### config.mk
export PLATFORM = sky130hd
export DESIGN_NAME = tile_alpha_occupancy_scan_unit
export DESIGN_NICKNAME = d
export VERILOG_FILES = /design/src/rtl/tao_pkg.sv /design/src/rtl/tao_pos.sv /design/src/rtl/tao_accum.sv /design/src/rtl/tao_outq.sv /design/src/rtl/tile_alpha_occupancy_scan_unit.sv
export SDC_FILE = /design/constraint.sdc
export NUM_CORES = 2
export LEC_CHECK = 0
export ABC_AREA = 0
export BUFFER_PORTS_ARGS = -buffer_cell sky130_fd_sc_hd__buf_4
export CAP_MARGIN = 10
export CORE_MARGIN = 8
export CORE_UTILIZATION = 47
export DETAILED_ROUTE_END_ITERATION = 8
export SLEW_MARGIN = 0
export SYNTH_ARGS = -nofsm -noshare
export SYNTH_HDL_FRONTEND = slang
export SYNTH_SLANG_ARGS = --single-unit
### constraint.sdc
create_clock -name clk -period 8.81 [get_ports clk]
set_clock_uncertainty 0.1 [all_clocks]
set_input_delay 0 -clock clk [delete_from_list [all_inputs] [get_ports clk]]
set_output_delay 0 -clock clk [all_outputs]
set_load 0.005 [all_outputs]
### src/rtl/tao_pkg.sv
// Shared types and constants for the tile alpha occupancy scan unit.
// No dependencies; imported by every module of the block.
`default_nettype none

package tao_pkg;

  localparam int DEF_MAX_COLUMNS   = 64;
  localparam int DEF_MAX_TILE_DIM  = 256;
  localparam int DEF_MAX_IMAGE_DIM = 4096;

  localparam int SUM_W = 24;
  localparam logic [SUM_W-1:0] SUM_MAX = {SUM_W{1'b1}};

  localparam logic [23:0] RST_FRAME_WIDTH    = 24'd64;
  localparam logic [23:0] RST_FRAME_HEIGHT   = 24'd64;
  localparam logic [23:0] RST_IMAGE_WIDTH    = 24'd64;
  localparam logic [23:0] RST_IMAGE_HEIGHT   = 24'd64;
  localparam logic [23:0] RST_COLUMN_COUNT   = 24'd1;
  localparam logic [23:0] RST_ROW_COUNT      = 24'd1;
  localparam logic [23:0] RST_ALPHA_THRESH   = 24'd1800;

  localparam logic [6:0] CNT_SAT = 7'd127;

  typedef enum logic [2:0] {
    REG_FRAME_WIDTH     = 3'd0,
    REG_FRAME_HEIGHT    = 3'd1,
    REG_IMAGE_WIDTH     = 3'd2,
    REG_IMAGE_HEIGHT    = 3'd3,
    REG_COLUMN_COUNT    = 3'd4,
    REG_ROW_COUNT       = 3'd5,
    REG_ALPHA_THRESHOLD = 3'd6
  } cfg_reg_t;

  typedef struct packed {
    logic [8:0]       frame_width;
    logic [8:0]       frame_height;
    logic [12:0]      image_width;
    logic [12:0]      image_height;
    logic [6:0]       column_count;
    logic [6:0]       row_count;
    logic [SUM_W-1:0] alpha_threshold;
  } cfg_t;

  // one pixel as it leaves the position tracker
  typedef struct packed {
    logic [7:0] alpha;
    logic [6:0] col;
    logic [6:0] band;
    logic       start;
    logic       y0;
    logic       tile_end;
    logic       band_end;
    logic       img_end;
    logic       band_reset;
  } pix_t;

  typedef struct packed {
    logic [5:0] band_index;
    logic [6:0] run_length;
    logic [6:0] effective_count;
    logic       last_band;
  } result_t;

endpackage

`default_nettype wire

### src/rtl/tao_pos.sv
// Raster position tracker: pixel, in-tile and tile counters.
// Depends on tao_pkg; feeds the pixel descriptor to tao_accum.
`default_nettype none

module tao_pos
  import tao_pkg::*;
#(
  parameter int MAX_TILE_DIM  = DEF_MAX_TILE_DIM,
  parameter int MAX_IMAGE_DIM = DEF_MAX_IMAGE_DIM
) (
  input  wire logic       clk,
  input  wire logic       rst,
  input  wire cfg_t       cfg,
  input  wire logic       accept,
  input  wire logic [7:0] alpha,
  input  wire logic       start_image,
  output pix_t            pix
);

  localparam int TDW = (MAX_TILE_DIM > 1) ? $clog2(MAX_TILE_DIM) : 1;
  localparam int IDW = (MAX_IMAGE_DIM > 1) ? $clog2(MAX_IMAGE_DIM) : 1;

  logic [11:0] pixel_x, pixel_y, pixel_x_next, pixel_y_next;
  logic [7:0]  x_in_tile, y_in_tile, x_in_tile_next, y_in_tile_next;
  logic [6:0]  tile_column, tile_band, tile_column_next, tile_band_next;

  logic [11:0] cx, cy;
  logic [7:0]  cxt, cyt;
  logic [6:0]  ctc, ctb;
  logic [TDW-1:0] fw_m1, fh_m1;
  logic [IDW-1:0] iw_m1, ih_m1;
  logic x_end, y_end, row_end, img_end;

  always_comb begin
    if (cfg.frame_width == 9'd0) fw_m1 = '0;
    else if ({23'd0, cfg.frame_width} > MAX_TILE_DIM) fw_m1 = TDW'(MAX_TILE_DIM - 1);
    else fw_m1 = TDW'(cfg.frame_width - 9'd1);

    if (cfg.frame_height == 9'd0) fh_m1 = '0;
    else if ({23'd0, cfg.frame_height} > MAX_TILE_DIM) fh_m1 = TDW'(MAX_TILE_DIM - 1);
    else fh_m1 = TDW'(cfg.frame_height - 9'd1);

    if (cfg.image_width == 13'd0) iw_m1 = '0;
    else if ({19'd0, cfg.image_width} > MAX_IMAGE_DIM) iw_m1 = IDW'(MAX_IMAGE_DIM - 1);
    else iw_m1 = IDW'(cfg.image_width - 13'd1);

    if (cfg.image_height == 13'd0) ih_m1 = '0;
    else if ({19'd0, cfg.image_height} > MAX_IMAGE_DIM) ih_m1 = IDW'(MAX_IMAGE_DIM - 1);
    else ih_m1 = IDW'(cfg.image_height - 13'd1);
  end

  always_comb begin
    cx  = start_image ? '0 : pixel_x;
    cy  = start_image ? '0 : pixel_y;
    cxt = start_image ? '0 : x_in_tile;
    cyt = start_image ? '0 : y_in_tile;
    ctc = start_image ? '0 : tile_column;
    ctb = start_image ? '0 : tile_band;

    x_end   = cxt >= fw_m1;
    y_end   = cyt >= fh_m1;
    row_end = cx >= iw_m1;
    img_end = row_end && (cy >= ih_m1);

    pix.alpha      = alpha;
    pix.col        = ctc;
    pix.band       = ctb;
    pix.start      = start_image;
    pix.y0         = (cyt == 8'd0);
    pix.tile_end   = x_end && y_end;
    pix.band_end   = row_end && y_end;
    pix.img_end    = img_end;
    pix.band_reset = row_end && (y_end || img_end);

    pixel_x_next     = cx + 12'd1;
    pixel_y_next     = cy;
    x_in_tile_next   = cxt + 8'd1;
    y_in_tile_next   = cyt;
    tile_column_next = ctc;
    tile_band_next   = ctb;
    if (img_end) begin
      pixel_x_next     = '0;
      pixel_y_next     = '0;
      x_in_tile_next   = '0;
      y_in_tile_next   = '0;
      tile_column_next = '0;
      tile_band_next   = '0;
    end else if (row_end) begin
      pixel_x_next     = '0;
      x_in_tile_next   = '0;
      tile_column_next = '0;
      pixel_y_next     = cy + 12'd1;
      if (y_end) begin
        y_in_tile_next = '0;
        if (ctb < CNT_SAT) tile_band_next = ctb + 7'd1;
      end else begin
        y_in_tile_next = cyt + 8'd1;
      end
    end else if (x_end) begin
      x_in_tile_next = '0;
      if (ctc < CNT_SAT) tile_column_next = ctc + 7'd1;
    end
  end

  always_ff @(posedge clk) begin
    if (rst) begin
      pixel_x     <= '0;
      pixel_y     <= '0;
      x_in_tile   <= '0;
      y_in_tile   <= '0;
      tile_column <= '0;
      tile_band   <= '0;
    end else if (accept) begin
      pixel_x     <= pixel_x_next;
      pixel_y     <= pixel_y_next;
      x_in_tile   <= x_in_tile_next;
      y_in_tile   <= y_in_tile_next;
      tile_column <= tile_column_next;
      tile_band   <= tile_band_next;
    end
  end

endmodule

`default_nettype wire

### src/rtl/tao_accum.sv
// Tile sum memory with read-modify-write, threshold test and band run logic.
// Depends on tao_pkg; takes pixel descriptors from tao_pos.
`default_nettype none

module tao_accum
  import tao_pkg::*;
#(
  parameter int MAX_COLUMNS = DEF_MAX_COLUMNS
) (
  input  wire logic clk,
  input  wire logic rst,
  input  wire cfg_t cfg,
  input  wire logic accept,
  input  wire pix_t pix_in,
  output logic      s1_valid,
  output logic      push,
  output result_t   res
);

  localparam int CW = (MAX_COLUMNS > 1) ? $clog2(MAX_COLUMNS) : 1;

  logic [SUM_W-1:0] mem [MAX_COLUMNS];

  pix_t             s1;
  logic [SUM_W-1:0] rdata, fwd_data, prev, sum;
  logic             fwd_sel;
  logic [SUM_W:0]   sum_wide;
  logic [CW-1:0]    rd_addr, wr_addr;
  logic             rd_in_range, wr_in_range, occ;

  logic [6:0] run_counter, run_counter_next, rc0, rc1;
  logic       run_open, run_open_next, ro0, ro1;
  logic       band_zero_reported, band_zero_reported_next, bzr0;

  assign rd_addr     = CW'(pix_in.col);
  assign wr_addr     = CW'(s1.col);
  assign rd_in_range = {25'd0, pix_in.col} < MAX_COLUMNS;
  assign wr_in_range = {25'd0, s1.col} < MAX_COLUMNS;

  always_comb begin
    prev     = fwd_sel ? fwd_data : rdata;
    sum_wide = {1'b0, prev} + {{(SUM_W-7){1'b0}}, s1.alpha};
    if (s1.y0) sum = {{(SUM_W-8){1'b0}}, s1.alpha};
    else if (sum_wide[SUM_W]) sum = SUM_MAX;
    else sum = sum_wide[SUM_W-1:0];
    occ = wr_in_range && (s1.col < cfg.column_count) && (sum >= cfg.alpha_threshold);

    rc0  = s1.start ? '0 : run_counter;
    ro0  = s1.start ? 1'b1 : run_open;
    bzr0 = s1.start ? 1'b0 : band_zero_reported;

    rc1 = rc0;
    ro1 = ro0;
    if (s1.tile_end) begin
      if (ro0 && occ) rc1 = rc0 + 7'd1;
      else ro1 = 1'b0;
    end

    push = 1'b0;
    band_zero_reported_next = bzr0;
    res.band_index      = s1.band[5:0];
    res.run_length      = rc1;
    res.effective_count = (rc1 != 7'd0) ? rc1 : cfg.column_count;
    res.last_band       = (cfg.row_count != 7'd0) && (s1.band == cfg.row_count - 7'd1);
    if (s1.band_end) begin
      push = s1_valid && (s1.band < cfg.row_count);
    end else if (s1.img_end && (s1.band == 7'd0) && !bzr0 && (cfg.row_count != 7'd0)) begin
      // image shorter than one tile: band 0 reported empty
      push = s1_valid;
      band_zero_reported_next = 1'b1;
      res.band_index      = '0;
      res.run_length      = '0;
      res.effective_count = cfg.column_count;
      res.last_band       = (cfg.row_count == 7'd1);
    end

    run_counter_next = rc1;
    run_open_next    = ro1;
    if (s1.band_reset) begin
      run_counter_next = '0;
      run_open_next    = 1'b1;
    end
    if (s1.img_end) band_zero_reported_next = 1'b0;
  end

  always_ff @(posedge clk) begin
    if (s1_valid && wr_in_range) mem[wr_addr] <= sum;
    if (accept && rd_in_range) rdata <= mem[rd_addr];
    if (accept) begin
      s1       <= pix_in;
      fwd_data <= sum;
    end
  end

  always_ff @(posedge clk) begin
    if (rst) begin
      s1_valid           <= 1'b0;
      fwd_sel            <= 1'b0;
      run_counter        <= '0;
      run_open           <= 1'b1;
      band_zero_reported <= 1'b0;
    end else begin
      s1_valid <= accept;
      if (accept) fwd_sel <= s1_valid && wr_in_range && rd_in_range && (wr_addr == rd_addr);
      if (s1_valid) begin
        run_counter        <= run_counter_next;
        run_open           <= run_open_next;
        band_zero_reported <= band_zero_reported_next;
      end
    end
  end

  a_fwd_follows_write: assert property (@(posedge clk) disable iff (rst)
    (s1_valid && fwd_sel) |-> $past(s1_valid) && ($past(wr_addr) == wr_addr))
    else $error("forwarded sum does not come from a write to the same entry");

  a_push_at_row_end: assert property (@(posedge clk) disable iff (rst)
    push |-> s1_valid && (s1.band_end || s1.img_end))
    else $error("result pushed away from a row end");

  a_run_reset: assert property (@(posedge clk) disable iff (rst)
    (s1_valid && s1.band_reset) |=> (run_counter == 7'd0) && run_open)
    else $error("run state not cleared after band end");

endmodule

`default_nettype wire

### src/rtl/tao_outq.sv
// Three-word output queue that decouples the result stream from the pixel path.
// Depends on tao_pkg for the result word type.
`default_nettype none

module tao_outq
  import tao_pkg::*;
(
  input  wire logic    clk,
  input  wire logic    rst,
  input  wire logic    push,
  input  wire result_t din,
  input  wire logic    out_ready,
  output logic         out_valid,
  output result_t      dout,
  output logic [1:0]   count
);

  result_t    ent0, ent1, ent2;
  result_t    ent0_next, ent1_next, ent2_next;
  logic       pop;
  logic [1:0] wr_slot;

  assign out_valid = (count != 2'd0);
  assign dout      = ent0;
  assign pop       = out_valid && out_ready;

  always_comb begin
    ent0_next = ent0;
    ent1_next = ent1;
    ent2_next = ent2;
    wr_slot   = count;
    if (pop) begin
      ent0_next = ent1;
      ent1_next = ent2;
      wr_slot   = count - 2'd1;
    end
    if (push) begin
      case (wr_slot)
        2'd0:    ent0_next = din;
        2'd1:    ent1_next = din;
        default: ent2_next = din;
      endcase
    end
  end

  always_ff @(posedge clk) begin
    ent0 <= ent0_next;
    ent1 <= ent1_next;
    ent2 <= ent2_next;
  end

  always_ff @(posedge clk) begin
    if (rst) begin
      count <= '0;
    end else begin
      case ({push, pop})
        2'b10:   count <= count + 2'd1;
        2'b01:   count <= count - 2'd1;
        default: count <= count;
      endcase
    end
  end

  a_no_overflow: assert property (@(posedge clk) disable iff (rst)
    push |-> !(count == 2'd3 && !pop))
    else $error("push into a full output queue");

  a_hold_when_stalled: assert property (@(posedge clk) disable iff (rst)
    (out_valid && !out_ready) |=> out_valid && $stable(dout))
    else $error("head word changed while the receiver held off");

  a_empty_fill: assert property (@(posedge clk) disable iff (rst)
    !out_valid |=> (count <= 2'd1))
    else $error("empty queue took more than one word in a cycle");

endmodule

`default_nettype wire

### src/rtl/tile_alpha_occupancy_scan_unit.sv
// Tile alpha occupancy scan: one pixel per cycle, sustained; the input stalls only
// while the three-word result queue is backed up by the receiver, or in reset.
// Rate is set by the single accumulator read-modify-write per pixel, kept at
// one per cycle by forwarding the last written sum into the next read.
// A band result is pushed from the s1 register into the output queue, then m_axis.
// Reset (rst, synchronous): counters, run state and cfg registers to reset values;
// the tile sum memory is not cleared, so no clearing time after reset.
`default_nettype none

module tile_alpha_occupancy_scan_unit
  import tao_pkg::*;
#(
  parameter int MAX_COLUMNS   = DEF_MAX_COLUMNS,
  parameter int MAX_TILE_DIM  = DEF_MAX_TILE_DIM,
  parameter int MAX_IMAGE_DIM = DEF_MAX_IMAGE_DIM
) (
  input  wire logic        clk,
  input  wire logic        rst,
  input  wire logic        cfg_we,
  input  wire logic [2:0]  cfg_index,
  input  wire logic [23:0] cfg_data,
  input  wire logic        s_axis_tvalid,
  output logic             s_axis_tready,
  input  wire logic [7:0]  s_axis_tdata,   // alpha
  input  wire logic        s_axis_tuser,   // start_image
  output logic             m_axis_tvalid,
  input  wire logic        m_axis_tready,
  output logic [23:0]      m_axis_tdata,   // band_index, run_length, effective_count
  output logic             m_axis_tlast    // last_band
);

  cfg_t       cfg;
  pix_t       pix;
  result_t    res, qout;
  logic       accept, s1_valid, push;
  logic [1:0] q_count;

  always_ff @(posedge clk) begin
    if (rst) begin
      cfg.frame_width     <= RST_FRAME_WIDTH[8:0];
      cfg.frame_height    <= RST_FRAME_HEIGHT[8:0];
      cfg.image_width     <= RST_IMAGE_WIDTH[12:0];
      cfg.image_height    <= RST_IMAGE_HEIGHT[12:0];
      cfg.column_count    <= RST_COLUMN_COUNT[6:0];
      cfg.row_count       <= RST_ROW_COUNT[6:0];
      cfg.alpha_threshold <= RST_ALPHA_THRESH;
    end else if (cfg_we) begin
      unique case (cfg_reg_t'(cfg_index))
        REG_FRAME_WIDTH:     cfg.frame_width     <= cfg_data[8:0];
        REG_FRAME_HEIGHT:    cfg.frame_height    <= cfg_data[8:0];
        REG_IMAGE_WIDTH:     cfg.image_width     <= cfg_data[12:0];
        REG_IMAGE_HEIGHT:    cfg.image_height    <= cfg_data[12:0];
        REG_COLUMN_COUNT:    cfg.column_count    <= cfg_data[6:0];
        REG_ROW_COUNT:       cfg.row_count       <= cfg_data[6:0];
        REG_ALPHA_THRESHOLD: cfg.alpha_threshold <= cfg_data;
        default: ;
      endcase
    end
  end

  // room for the word in flight plus a new one
  assign s_axis_tready = !rst && ((q_count <= 2'd1) || (q_count == 2'd2 && !s1_valid));
  assign accept        = s_axis_tvalid && s_axis_tready;

  tao_pos #(
    .MAX_TILE_DIM (MAX_TILE_DIM),
    .MAX_IMAGE_DIM(MAX_IMAGE_DIM)
  ) u_pos (
    .clk        (clk),
    .rst        (rst),
    .cfg        (cfg),
    .accept     (accept),
    .alpha      (s_axis_tdata),
    .start_image(s_axis_tuser),
    .pix        (pix)
  );

  tao_accum #(
    .MAX_COLUMNS(MAX_COLUMNS)
  ) u_accum (
    .clk     (clk),
    .rst     (rst),
    .cfg     (cfg),
    .accept  (accept),
    .pix_in  (pix),
    .s1_valid(s1_valid),
    .push    (push),
    .res     (res)
  );

  tao_outq u_outq (
    .clk      (clk),
    .rst      (rst),
    .push     (push),
    .din      (res),
    .out_ready(m_axis_tready),
    .out_valid(m_axis_tvalid),
    .dout     (qout),
    .count    (q_count)
  );

  assign m_axis_tdata = {4'd0, qout.effective_count, qout.run_length, qout.band_index};
  assign m_axis_tlast = qout.last_band;

endmodule

`default_nettype wire
==> metrics <==
status=finished clean; Final Hold Viols=0; max-capacitance violation count=0; post-place setup slack=around 2 ns; sw frac=0.215; P_sw=between 3 and 4 mW; initial antenna violation count=10; CP endpoint kind=register; Worst Slack Setup Final=around 2 ns; maximum root-to-sink buffer count=3; die area=about 180000 um2; maximum VDD drop=approximately 0.23 mV; Setup crit start kind=register; area grow syn2layout=13.6%; RR Endpoint=u_outq.ent2[5]$_DFFE_PP_; ys flop type=edfxtp_1; Final Cell Area=between 80000 and 90000 um2; Slew HR=0.213; Worst EP required=around 9.3 ns; worst min path class=in2reg; Critical R2R Launch=u_accum.fwd_sel$_SDFFE_PP0P_; cell area power density=between 200 and 250 nW/um2; syn_area_per_cell=14.6 um2; io pins=~70; # DRC=0; Worst Path Arrival=approximately 7.3 ns; Total Neg Setup Slack=0 ns; slack of the worst reg-to-reg path=~2 ns; Post-synth ARST share=0; Area after DPL=between 80000 and 90000 um2; Wirelength per Cell=26.9 um; Max FO, Critical Path=16; Period minus WS final=6.85 ns; CP top delay family=simple AND/OR/NAND/NOR gates; Crit path largest cell delay=a little under 0.8 ns; pin count of the biggest net entering global routing=134; CP cell instances=mux2_2 > ha_1 > fa_1 > a21o_1 > a21oi_1 > nor2b_1 > o21ai_0 > a21oi_1 > and3_1 > nand2_1 > a311oi_4 > ha_1 > nand4_1 > nor4_4 > nand4_1 > o211ai_2 > nand3_1 > xnor2_2 > o21ai_4 > a31oi_1 > inv_1; part of the power in combinational logic=0.047; CTS buffer count=between 150 and 200; commonest non-fill, non-tap cells in the layout=1633 x edfxtp_1, 465 x a21oi_1, 361 x nand2_1, 353 x mux2i_1, 249 x o21ai_0; non-filler cells, final=between 7000 and 8000; sequential share of the synthesized area=0.688; Power Total=approximately 18 mW; Port Buf Inserts=63; Tcrit/Tclk final=0.777; GP Congestion=about 0.8; CORE AREA=163000 um2; final setup vio count=0; RSZ-0062 raised after global routing=no; Peak Freq=146 MHz; hold endpoint=u_outq.count[0]$_SDFFE_PP0P_; Util after Layout=0.537; Worst R2R Path Depth=21; Tot GR Track Use=0.230; Netlist Area Pre-Place=76800 um2; Crit Path Class=reg2reg; Starting Density=0.473; Synth cell types=92; global-route wire length before repair=302 mm; YS warnings=0; vias per cell=5.95; CTS resizes=0; CTS Sinks=1824; clk_lat worst skew=0.82 ns; EDFF count, synth=between 1500 and 2000; Slew Viols, Final=0; fin nets=between 5000 and 6000; critical path's slowest cell=nand2_1; P_leak=28.2 nW; Die X=between 400 and 500 um; Die Y=roughly 420 um; Hold Crit Start=rst; CTS root buffer=clkbuf_16; DR iter-0 viols=4702; WHS Path Cells=3; Worst-path clk slew=approximately 0.060 ns; Buf/Inv on CP=1; post-CTS setup buffers=0; ANT nets after route=0; First-pass DRT Iterations=5; CTS tree=built; share of layout cells above drive strength 1=0.159; instance count of the mapped netlist=between 5000 and 6000; grt total ovfl=0; Pint=approximately 14 mW; Worst Max-Slew Pin Slew=around 1.2 ns; total wire length=207 mm; row cnt=148; sequential share of power=0.530; post-synthesis register bit count=1824; Vias=approximately 46000; placed insts=7286; Final HPWL DP=between 100 and 150 mm; most common cell after layout, fill and taps aside=edfxtp_1; Clk pwr share=0.423; worst hold margin=a little over 0.1 ns; vias in the first global route=45100; H-tree depth=4
synthesized netlist by cell type, types with 40 or more instances:
library cell  number  area share
buf_1             40      0.0020
dfxtp_1          191       0.050
nor3_1            46      0.0030
inv_1             79      0.0039
a21oi_1          478       0.031
o221ai_1          48      0.0055
nand3_1           98      0.0064
nand2_1          366       0.018
mux2_2           153       0.022
o22ai_1          100      0.0081
xnor2_1           42      0.0048
o21ai_0          252       0.016
edfxtp_1        1633        0.64
nor2_1           178      0.0087
a22oi_1           70      0.0068
nor2b_1          192       0.016
a211oi_1          88      0.0086
clkbuf_1         242       0.012
ha_1             103       0.017
mux2i_1          353       0.046
mux4_2           144       0.042
tightest hold or removal path: stages:
cell	delay, ns
dlygate4sd3_1	0.54
buf_4	0.28
nor2_1	0.15
kinds of logic (layout without fill, tap and decap cells):
kind of cell             count (synthesis)  after routing  share of synthesized area
AO/OA/AOI/OAI                         1156           1156                     0.0896
multiplexers                           650            650                      0.111
other                                    1              6                  0.0000488
XOR/XNOR                                63             63                    0.00728
buffers and inverters                  415            708                     0.0214
flip-flops                            1824           1824                      0.688
AND/OR/NAND/NOR                       1037           1037                     0.0661
adder cells (fa/ha/maj)                104            104                     0.0170
metal layers:
metal  global-route usage  wire (um)  share of wire
met1                0.321      88800           0.43
met2                0.366      96700           0.47
met3               0.0396      14900          0.072
met4               0.0788       7010          0.034
met5                    0          9       0.000043
power groups by stage:
| stage | logic (mW) | clock network [mW] | registers [mW] |
|---|---|---|---|
| floorplan | 0.502 | 0 | 9.77 |
| global placement | 0.802 | 0 | 9.81 |
| detailed placement | 0.820 | 0 | 9.81 |
| CTS | 0.854 | 7.80 | 9.63 |
| global route | 0.937 | 8.13 | 9.64 |
| finish | 0.850 | 7.68 | 9.63 |
sequential cells by signal (all words and copies together), names as in the netlist, 8 cells and up:
| signal | cells |
|---|---|
| cfg | 82 |
| u_accum.fwd_data | 24 |
| u_accum.mem | 1536 |
| u_accum.rdata | 24 |
| u_accum.s1 | 28 |
| u_outq.dout | 21 |
| u_outq.ent1 | 21 |
| u_outq.ent2 | 21 |
| u_pos.pixel_x | 12 |
| u_pos.pixel_y | 12 |
| u_pos.x_in_tile | 8 |
| u_pos.y_in_tile | 8 |
what timing repair did:
item / 4_1_cts / 5_1_grt
hold buffers: 97 / 0
endpoints found under the setup margin: 0 / 0
endpoints found under the hold margin: 158 / 0
cell type report:
class	instances	area [um2]
tap	2175	2720
clock inverter	95	910
inverter	84	320
timing repair buffer	288	2520
sequential	1824	52900
multi-input combinational	3014	22900
fill	13300	75300
antenna	2	5.00
clock buffer	241	4990
worst max path at each step:
stage / depth (start not counted) / endpoint / from
CTS: 21 / u_outq.ent2[5]$_DFFE_PP_ / u_accum.fwd_sel$_SDFFE_PP0P_
global placement: 21 / u_outq.ent2[5]$_DFFE_PP_ / u_accum.fwd_sel$_SDFFE_PP0P_
finish: 21 / u_outq.ent2[5]$_DFFE_PP_ / u_accum.fwd_sel$_SDFFE_PP0P_
global route: 21 / u_outq.ent2[1]$_DFFE_PP_ / u_accum.fwd_sel$_SDFFE_PP0P_
detailed placement: 21 / u_outq.ent2[5]$_DFFE_PP_ / u_accum.fwd_sel$_SDFFE_PP0P_
floorplan: 25 / u_outq.ent2[2]$_DFFE_PP_ / u_accum.fwd_sel$_SDFFE_PP0P_
No activity file was read; power rests on OpenSTA's default activity.
